[config.mk]
export PLATFORM = sky130hd
export DESIGN_NAME = hgd_ctrl
export DESIGN_NICKNAME = d
export VERILOG_FILES = /design/src/rtl/hgd_pkg.sv /design/src/rtl/hgd_ctrl.sv
export SDC_FILE = /design/constraint.sdc
export NUM_CORES = 1
export LEC_CHECK = 0
export ABC_CLOCK_PERIOD_IN_PS = 2670
export BUFFER_PORTS_ARGS = -buffer_cell sky130_fd_sc_hd__buf_2
export CAP_MARGIN = 20
export CORE_UTILIZATION = 34
export CTS_BUF_LIST = sky130_fd_sc_hd__clkbuf_4
export DETAILED_ROUTE_END_ITERATION = 8
export GPL_TIMING_DRIVEN = 1
export HOLD_SLACK_MARGIN = 0.05
export PLACE_DENSITY_LB_ADDON = 0.15
export SYNTH_ARGS = -nofsm -noshare
export SYNTH_HDL_FRONTEND = slang
export SYNTH_SLANG_ARGS = --single-unit
export TNS_END_PERCENT = 50
[constraint.sdc]
create_clock -name clk -period 2.67 [get_ports clk]
set_input_delay 0.267 -clock clk [delete_from_list [all_inputs] [get_ports clk]]
set_output_delay 0.267 -clock clk [all_outputs]
set_load 0.01 [all_outputs]
[src/rtl/hgd_pkg.sv]
// Shared constants, op and command codes, and control structs for the heat grid unit.
// No dependencies; every other file imports this package.
package hgd_pkg;

	localparam int TEMP_COLS_DEF = 120;
	localparam int TEMP_ROWS_DEF = 80;

	localparam int OP_W    = 3;
	localparam int INDEX_W = 14;
	localparam int TEMP_W  = 8;
	localparam int MASK_W  = 64;
	localparam int BOUND_W = 6;

	localparam logic [TEMP_W-1:0] AMBIENT_RESET = 8'd20;
	localparam int TILES_PER_ROW = 6;

	localparam logic [OP_W-1:0] OP_WR_TEMP  = 3'd0;
	localparam logic [OP_W-1:0] OP_RD_TEMP  = 3'd1;
	localparam logic [OP_W-1:0] OP_STEP     = 3'd2;
	localparam logic [OP_W-1:0] OP_CLEAR    = 3'd3;
	localparam logic [OP_W-1:0] OP_RD_CHUNK = 3'd4;

	localparam int CMD_W = 4;
	localparam logic [CMD_W-1:0] CMD_NONE   = 4'd0;
	localparam logic [CMD_W-1:0] CMD_ACCEPT = 4'd1;
	localparam logic [CMD_W-1:0] CMD_INIT   = 4'd2;
	localparam logic [CMD_W-1:0] CMD_DEC_RD = 4'd3;
	localparam logic [CMD_W-1:0] CMD_DEC_WR = 4'd4;
	localparam logic [CMD_W-1:0] CMD_ST0    = 4'd5;
	localparam logic [CMD_W-1:0] CMD_ST1    = 4'd6;
	localparam logic [CMD_W-1:0] CMD_ST2    = 4'd7;
	localparam logic [CMD_W-1:0] CMD_ST3    = 4'd8;
	localparam logic [CMD_W-1:0] CMD_ST4    = 4'd9;
	localparam logic [CMD_W-1:0] CMD_ST5    = 4'd10;
	localparam logic [CMD_W-1:0] CMD_CLR    = 4'd11;
	localparam logic [CMD_W-1:0] CMD_DONE   = 4'd12;

	typedef struct packed {
		logic [CMD_W-1:0] code;
		logic [OP_W-1:0]  op;
	} cmd_t;

	typedef struct packed {
		logic cell_last;
		logic chunk_last;
		logic st_last;
	} sts_t;

	// Tile bit for a chunk: (cy/5)*6 + cx/10, divisions done by reciprocal
	// multiply (exact for chunk coordinates below 64).
	function automatic logic [BOUND_W-1:0] tile_bit(input logic [BOUND_W-1:0] cx,
			input logic [BOUND_W-1:0] cy);
		logic [13:0] pc;
		logic [13:0] pr;
		logic [6:0]  b;
		pc = 14'(cx) * 14'd205;
		pr = 14'(cy) * 14'd205;
		b = 7'(pr[13:10]) * 7'(TILES_PER_ROW) + 7'(pc[13:11]);
		return b[BOUND_W-1:0];
	endfunction

endpackage

[src/rtl/hgd_ctrl.sv]
// Sequencer for the heat grid unit: init sweep, ops, decay and stencil sweeps.
// Depends on hgd_pkg; drives hgd_datapath through cmd_t and reads sts_t.
module hgd_ctrl (
	input  logic                      clk,
	input  logic                      arst_n,
	input  logic                      in_valid,
	output logic                      in_ready,
	input  logic [hgd_pkg::OP_W-1:0]  in_op,
	output logic                      out_valid,
	input  logic                      out_ready,
	output hgd_pkg::cmd_t             cmd,
	input  hgd_pkg::sts_t             sts
);
	import hgd_pkg::*;

	localparam logic [3:0] S_INIT   = 4'd0;
	localparam logic [3:0] S_IDLE   = 4'd1;
	localparam logic [3:0] S_DEC_RD = 4'd2;
	localparam logic [3:0] S_DEC_WR = 4'd3;
	localparam logic [3:0] S_ST0    = 4'd4;
	localparam logic [3:0] S_ST1    = 4'd5;
	localparam logic [3:0] S_ST2    = 4'd6;
	localparam logic [3:0] S_ST3    = 4'd7;
	localparam logic [3:0] S_ST4    = 4'd8;
	localparam logic [3:0] S_ST5    = 4'd9;
	localparam logic [3:0] S_CLR    = 4'd10;
	localparam logic [3:0] S_DONE   = 4'd11;

	logic [3:0] state_q;
	logic [3:0] state_d;
	logic       out_valid_q;
	logic       done_fire;

	assign in_ready  = (state_q == S_IDLE);
	assign out_valid = out_valid_q;
	assign done_fire = (state_q == S_DONE) && (!out_valid_q || out_ready);

	always_comb begin
		state_d  = state_q;
		cmd.code = CMD_NONE;
		cmd.op   = in_op;
		case (state_q)
			S_INIT: begin
				cmd.code = CMD_INIT;
				if (sts.cell_last) state_d = S_IDLE;
			end
			S_IDLE: begin
				if (in_valid) begin
					cmd.code = CMD_ACCEPT;
					if (in_op == OP_STEP) state_d = S_DEC_RD;
					else if (in_op == OP_CLEAR) state_d = S_CLR;
					else state_d = S_DONE;
				end
			end
			S_DEC_RD: begin
				cmd.code = CMD_DEC_RD;
				state_d  = S_DEC_WR;
			end
			S_DEC_WR: begin
				cmd.code = CMD_DEC_WR;
				state_d  = sts.cell_last ? S_ST0 : S_DEC_RD;
			end
			S_ST0: begin
				cmd.code = CMD_ST0;
				state_d  = S_ST1;
			end
			S_ST1: begin
				cmd.code = CMD_ST1;
				state_d  = S_ST2;
			end
			S_ST2: begin
				cmd.code = CMD_ST2;
				state_d  = S_ST3;
			end
			S_ST3: begin
				cmd.code = CMD_ST3;
				state_d  = S_ST4;
			end
			S_ST4: begin
				cmd.code = CMD_ST4;
				state_d  = S_ST5;
			end
			S_ST5: begin
				cmd.code = CMD_ST5;
				state_d  = sts.st_last ? S_DONE : S_ST0;
			end
			S_CLR: begin
				cmd.code = CMD_CLR;
				if (sts.chunk_last) state_d = S_DONE;
			end
			S_DONE: begin
				if (done_fire) begin
					cmd.code = CMD_DONE;
					state_d  = S_IDLE;
				end
			end
			default: state_d = S_IDLE;
		endcase
	end

	always_ff @(posedge clk or negedge arst_n) begin
		if (!arst_n) begin
			state_q     <= S_INIT;
			out_valid_q <= 1'b0;
		end else begin
			state_q <= state_d;
			if (done_fire) out_valid_q <= 1'b1;
			else if (out_ready) out_valid_q <= 1'b0;
		end
	end

	a_busy_no_ready: assert property (@(posedge clk) disable iff (!arst_n)
		(state_q != S_IDLE) |-> !in_ready) else $error("ready while busy");
	a_st_loop: assert property (@(posedge clk) disable iff (!arst_n)
		(state_q == S_ST5 && !sts.st_last) |=> (state_q == S_ST0))
		else $error("stencil phase order broken");
	a_valid_from_done: assert property (@(posedge clk) disable iff (!arst_n)
		$rose(out_valid_q) |-> $past(state_q == S_DONE))
		else $error("result raised outside done");

endmodule

==> results of run 1 <==
==> cells in the mapped netlist, types with 2 or more instances <==
cell type,number
nor2_1,5
dfrtp_1,5
inv_1,3
buf_2,4
nor3_1,2
o21ai_0,6
o32ai_1,2
nor2b_1,2
buf_4,3
a211oi_1,2
nand3b_1,2
nand2_1,6
nand2b_1,8
a21oi_1,4
==> flip-flops by register name, summed over array words and instances, names as in the netlist <==
register	flops
out_valid	1
state_q	4
==> cell families (layout without fill, tap and decap cells) <==
family | count (synthesis) | count (layout) | synth area share
multiplexers | 1 | 1 | 0.01937
flip-flops | 5 | 5 | 0.2421
buffers and inverters | 11 | 26 | 0.1114
AO/OA/AOI/OAI | 25 | 25 | 0.3269
AND/OR/NAND/NOR | 28 | 28 | 0.3002
==> metrics by stage <==
| stage | setup slack [ps] | hold WS (ps) | power [mW] | instance area [um2] | util |
|---|---|---|---|---|---|
| 2_1_floorplan | 1329 | -28.59 | 0.4900 | 516.7 | - |
| 4_1_cts | 744.8 | 266.7 | 0.6943 | 619.3 | 0.4588 |
| 3_3_place_gp | 1019 | 84.63 | 0.5955 | 579.3 | 0.4291 |
| 3_5_place_dp | 1017 | 85.76 | 0.5940 | 579.3 | 0.4291 |
| 6_report | 743.6 | 266.3 | 0.6929 | 619.3 | 0.4588 |
| 5_1_grt | 595.3 | 265.9 | 0.7564 | 619.3 | 0.4588 |
==> layout make-up <==
type,count,share of cell area
Multi-Input combinational cell,54,0.5394
Clock buffer,4,0.04848
Inverter,3,0.01818
Timing Repair Buffer,19,0.1616
Sequential cell,5,0.2020
Tap cell,15,0.03030
==> where the power goes <==
group / switching, mW / total [mW] / internal [mW]
Combinational: 0.197 / 0.383 / 0.186
Clock: 0.0303 / 0.0969 / 0.0666
Sequential: 0.107 / 0.213 / 0.106
Total: 0.334 / 0.693 / 0.359
==> repair_timing <==
action | CTS | global route
endpoints found under the hold margin | 5 | 0
hold buffers | 1 | 0
setup buffers | 0 | 0
==> routing by layer <==
layer,vias up,GRT usage
li1,286,-
met1,240,0.2591
met2,20,0.2461
met3,0,0.04891
met4,0,0.02500
met5,-,0
==> worst min path at each step <==
stage                     startpoint                     end  slack [ps]  cells past startpoint
after floorplan               arst_n   out_valid$_DFFE_PN0P_         -30                      0
after global placement        arst_n  state_q[3]$_DFFE_PN0P_          80                      1
after detailed placement      arst_n  state_q[3]$_DFFE_PN0P_          90                      1
after CTS                     sts[0]  state_q[2]$_DFFE_PN0P_         270                      2
after global routing          sts[0]  state_q[2]$_DFFE_PN0P_         270                      2
final                         sts[0]  state_q[2]$_DFFE_PN0P_         270                      2
==> cells in the final DEF, fill, tap and decap left out <==
| cell type | n |
|---|---|
| a211oi_1 | 2 |
| nor3_1 | 2 |
| o31ai_1 | 1 |
| o2111ai_1 | 1 |
| a21boi_0 | 1 |
| o22a_1 | 1 |
| a2bb2oi_1 | 1 |
| mux2i_1 | 1 |
| nor2b_1 | 2 |
| nand2b_1 | 8 |
| inv_1 | 3 |
| and4bb_1 | 1 |
| nand2_1 | 6 |
| dlygate4sd3_1 | 1 |
| nand3b_1 | 2 |
| a21oi_1 | 4 |
| a31oi_1 | 1 |
| clkbuf_4 | 4 |
| nor2_1 | 5 |
| nor4_1 | 1 |
| buf_2 | 18 |
| nor3b_1 | 1 |
| o21ai_0 | 6 |
| o211ai_1 | 1 |
| o21bai_1 | 1 |
| a21oi_2 | 1 |
| o22ai_1 | 1 |
| a31o_1 | 1 |
| dfrtp_1 | 5 |
| o32ai_1 | 2 |
==> run_results.csv, run 1 <==
group,metric,value,unit
min_path,hold_class,"input pin to flip-flop",
place,dp.cells,95,
synth,synth.avg_cell_area,7.382,um2
critical_path,crit_type,"flip-flop to output pin",
sta,rsz0062_at_grt,"no",
synth,ys_top_cells_by_area,"dfrtp_1 24%, nand2b_1 9.7%, o21ai_0 5.8%",
power,powerDensity,1119,nW/um2
critical_path,crit_family,"flip-flops",
critical_path,cp-start-kind,"flip-flop",
layout,fin_nets,96,
status,status,"finished, final reports clean",
place,gp_congestion,0.7132,
critical_path,cpPeakStageDelay,620,ps
critical_path,timing.critical_path.to,"cmd[3]",
critical_path,crit_path_max_fanout,15,
place,numPortBuffers,18,
critical_path,crit_chain,"nand2b_1 > nor3b_1 > a21oi_1 > o32ai_1 > buf_2",
detailed_routing,dr_wl_met3,69,um
layout,instances_no_fill,100,
critical_path,crit_cells,5,
grt,grt_pass1_wl,1938,um
die,num_rows,13,
die,core_area,1350,um2
grt,grt_max_degree,22,
run,cap_violations,0,
clocking,path_clk_slew,40,ps
clocking,max-clock-path-buffers,2,
critical_path,critPathLaunch,"state_q[0]$_DFFE_PN0P_",
clocking,cts.sinks,5,
synth,mappedNetlistNets,80,
synth,async_reset_ff_frac,1.000,
clocking,cts_tree,"done",
layout,drive_gt1_frac,0.2706,
detailed_routing,wl_per_cell,12.22,um
detailed_routing,vias_per_cell,5.460,
die,io_pins,19,
layout,multiInputGateArea,334.1,um2
sta,relSlewSlack,0.6098,
sta,drv_slew,0,
synth,syn_area,516.7,um2
detailed_routing,top_layer_used,"met3",
die,die_h,40.99,um
synth,synth-main-ff-cell,"dfrtp_1",
synth,synth.top_cell.area_share,0.2421,
synth,synth_warnings,0,
die,die_x,40.99,um
sta,finClkSkew,0.6283,ps
clocking,post_cts_resized,0,
grt,antenna_found_initial,0,
synth,synthCells,70,
detailed_routing,antenna_left,0,
critical_path,cp_data_arrival_time,1660,ps
detailed_routing,first_iter_violations,18,
detailed_routing,drc,0,
critical_path,crit_slowest_cell,"dfrtp_1",
critical_path,ff2ff_setup_slack,1030,ps
sta,period_share,0.7215,
synth,synth-edff-count,0,
die,initial_core_util,0.3828,
synth,yosys_register_bits,5,
critical_path,end_kind,"output pin",
synth,ys_seq_area_frac,0.2421,
synth,synth.distinct_cells,30,
critical_path,reg2regPathDepth,5,
synth,yosys.area.top_type,"dfrtp_1",
grt,grt_use_total,0.1729,
detailed_routing,firstDrtPassIters,4,
layout,fillCellCount,143,
power,ir_drop,0.0003977,V
detailed_routing,vias,546,
layout,area_delta_synth_final,19.85,%
clocking,cts_buffers,3,
critical_path,critPathBufInv,1,
place,dpl.hpwl,871.4,um
detailed_routing,wl,1222,um
power,p_leak,0.2879,nW
sta,max_freq,519.1,MHz
critical_path,reg2reg_from,"state_q[3]$_DFFE_PN0P_",
layout,regArea,125.1,um2
sta,hold_viol,0,
sta,setup_viol,0,
clocking,clock_latency,240,ps
sta,worst_slew_pin_slew,585.3,ps
clocking,cts_max_level,1,
detailed_routing,wl_met2,521,um
die,dieArea,1680,um2
detailed_routing,wl_met1,631,um
grt,grt_pass1_vias,447,
critical_path,r2r-end,"state_q[1]$_DFFE_PN0P_",
sta,tns,0,ps
clocking,root_buffer,"clkbuf_4",
sta,period_needed,1926,ps
critical_path,critical_path_required,2400,ps
grt,grt_overflow_total,0,
layout,insertedDiodeCount,0,
(Power assumes the default switching activity.)
==> run 2, diff against run 1 <==
--- a/config.mk
+++ b/config.mk
@@ -5,7 +5,7 @@
 export SDC_FILE = /design/constraint.sdc
 export NUM_CORES = 1
 export LEC_CHECK = 0
-export ABC_CLOCK_PERIOD_IN_PS = 2670
+export ABC_CLOCK_PERIOD_IN_PS = 2000
 export BUFFER_PORTS_ARGS = -buffer_cell sky130_fd_sc_hd__buf_2
 export CAP_MARGIN = 20
 export CORE_UTILIZATION = 34
==> constraint.sdc (replaced) <==
create_clock -name clk -period 2 [get_ports clk]
set_input_delay 0.2 -clock clk [delete_from_list [all_inputs] [get_ports clk]]
set_output_delay 0.2 -clock clk [all_outputs]
set_load 0.01 [all_outputs]
==> run_results.csv, run 2 (synthesized netlist as in run 1, its figures left out) <==
group,metric,value,unit
min_path,hold_class,"input pin to flip-flop",
critical_path,crit_chain,"nand2b_1 > nor3b_1 > a21oi_1 > o32ai_1 > buf_2",
sta,period_needed,1734,ps
sta,relSlewSlack,0.7379,
power,p_clk_frac,0.144,
layout,final_cell_area,635.6,um2
grt,grt_pass1_wl,2201,um
min_path,whs_path_depth,2,
die,die_x,40.99,um
layout,area_delta_synth_final,23.00,%
clocking,max-clock-path-buffers,2,
place,dpl.hpwl,946.6,um
layout,regMostFlops,"state_q",
die,core_area,1350,um2
sta,setup_ws,265.9,ps
critical_path,ff2ff_setup_slack,520,ps
layout,drive_gt1_frac,0.2989,
sta,worst_slew_pin_slew,393.1,ps
power,p_int,498.2,uW
layout,largest_reg_flops,4,
place,dp.cells,97,
clocking,clock_latency,250,ps
sta,tns,0,ps
detailed_routing,antenna_left,0,
power,sw_frac_of_total,0.4788,
detailed_routing,vias_per_cell,5.490,
layout,layout_commonest_cell,"buf_2",
critical_path,reg2regPathDepth,5,
critical_path,cp-start-kind,"flip-flop",
detailed_routing,first_iter_violations,13,
detailed_routing,wl_per_cell,13.21,um
critical_path,end_kind,"output pin",
die,num_rows,13,
clocking,cts_tree,"done",
place,pre_cts_ws,454.7,ps
clocking,cts_max_level,1,
layout,fillCellCount,138,
grt,grt_pass1_vias,500,
clocking,path_clk_slew,50,ps
place,numPortBuffers,18,
sta,drv_slew,0,
critical_path,reg2reg_from,"state_q[2]$_DFFE_PN0P_",
detailed_routing,firstDrtPassIters,4,
critical_path,crit_path_max_fanout,9,
clocking,cts_buffers,3,
grt,grt_overflow_total,0,
power,p_leak,0.2974,nW
min_path,holdPathEnd,"state_q[2]$_DFFE_PN0P_",
layout,instances_no_fill,102,
place,place_area,594.3,um2
clocking,root_buffer,"clkbuf_4",
sta,hold_viol,0,
power,powerDensity,1504,nW/um2
die,dieArea,1680,um2
die,die_h,40.99,um
sta,max_freq,576.7,MHz
clocking,cts_setup_buffers,0,
critical_path,crit_slowest_cell,"dfrtp_1",
layout,post-route-util,0.4708,
critical_path,crit_type,"flip-flop to output pin",
critical_path,critPathBufInv,1,
critical_path,cpPeakStageDelay,460,ps
power,p_switching,457.7,uW
critical_path,crit_family,"simple AND/OR/NAND/NOR gates",
sta,setup_viol,0,
status,status,"finished, final reports clean",
place,gp_congestion,0.8412,
power,combPwrFrac,0.586,
die,io_pins,19,
min_path,min-delay-start,"sts[0]",
grt,grt_use_total,0.2009,
critical_path,r2r-end,"state_q[0]$_DFFE_PN0P_",
grt,antenna_found_initial,0,
run,cap_violations,0,
sta,period_share,0.8670,
power,p_seq_frac,0.270,
sta,finClkSkew,0.3593,ps
critical_path,cp_data_arrival_time,1530,ps
grt,grt_max_degree,16,
power,ir_drop,0.0008080,V
clocking,cts.sinks,5,
sta,rsz0062_at_grt,"no",
detailed_routing,drc,0,
critical_path,critical_path_required,1800,ps
detailed_routing,vias,560,
layout,fin_nets,98,
detailed_routing,wl,1347,um
layout,final_cell_mix,"18 x buf_2, 8 x nand2b_1, 6 x nand2_1, 6 x o21ai_0, 5 x nor2_1",
layout,insertedDiodeCount,0,
die,initial_core_util,0.3828,
==> run 2: metrics by stage <==
step | power [mW] | hold slack, ps
after floorplan | 0.6541 | -95.59
after global routing | 1.046 | 215.3
after CTS | 0.9529 | 205.1
after global placement | 0.8194 | 18.46
after detailed placement | 0.8126 | 16.76
final | 0.9559 | 200.6
==> run 2: per-layer routing <==
metal	global-route usage	routed length, um
met1	0.2550	621
met2	0.3242	648
met3	0.06522	70
met4	0.05000	6
met5	0	0
==> run 2: area by class of cell <==
class / instances / area, um2 / area share
inverters: 3 / 11.26 / 0.01772
clock buffers: 4 / 30.03 / 0.04724
repair buffers: 21 / 115.1 / 0.1811
well taps: 15 / 18.77 / 0.02953
multi-input cells: 54 / 334.1 / 0.5256
flip-flops and latches: 5 / 126.4 / 0.1988
==> run 2: how the worst max path moves through the flow <==
| stage | cells after the start | from | slack [ps] | end |
|---|---|---|---|---|
| 2_1_floorplan | 6 | state_q[3]$_DFFE_PN0P_ | 730 | cmd[4] |
| 3_3_place_gp | 5 | state_q[0]$_DFFE_PN0P_ | 410 | cmd[3] |
| 3_5_place_dp | 5 | state_q[0]$_DFFE_PN0P_ | 450 | cmd[3] |
| 4_1_cts | 5 | state_q[0]$_DFFE_PN0P_ | 180 | cmd[3] |
| 5_1_grt | 5 | state_q[2]$_DFFE_PN0P_ | 100 | cmd[3] |
| 6_report | 5 | state_q[2]$_DFFE_PN0P_ | 270 | cmd[3] |
==> run 2: timing repair <==
action                                  4_1_cts  5_1_grt
gates resized for setup                       0        1
hold buffers                                  1        0
endpoints found under the hold margin         5        0
endpoints found under the setup margin        0        1
==> run 2: power by group through the flow <==
| stage | Clock (mW) | Combinational [mW] | Sequential (mW) |
|---|---|---|---|
| final | 0.138 | 0.560 | 0.258 |
| after global routing | 0.149 | 0.625 | 0.272 |
| after CTS | 0.138 | 0.562 | 0.252 |
| after detailed placement | 0 | 0.556 | 0.256 |
| after global placement | 0 | 0.562 | 0.257 |
| after floorplan | 0 | 0.473 | 0.181 |
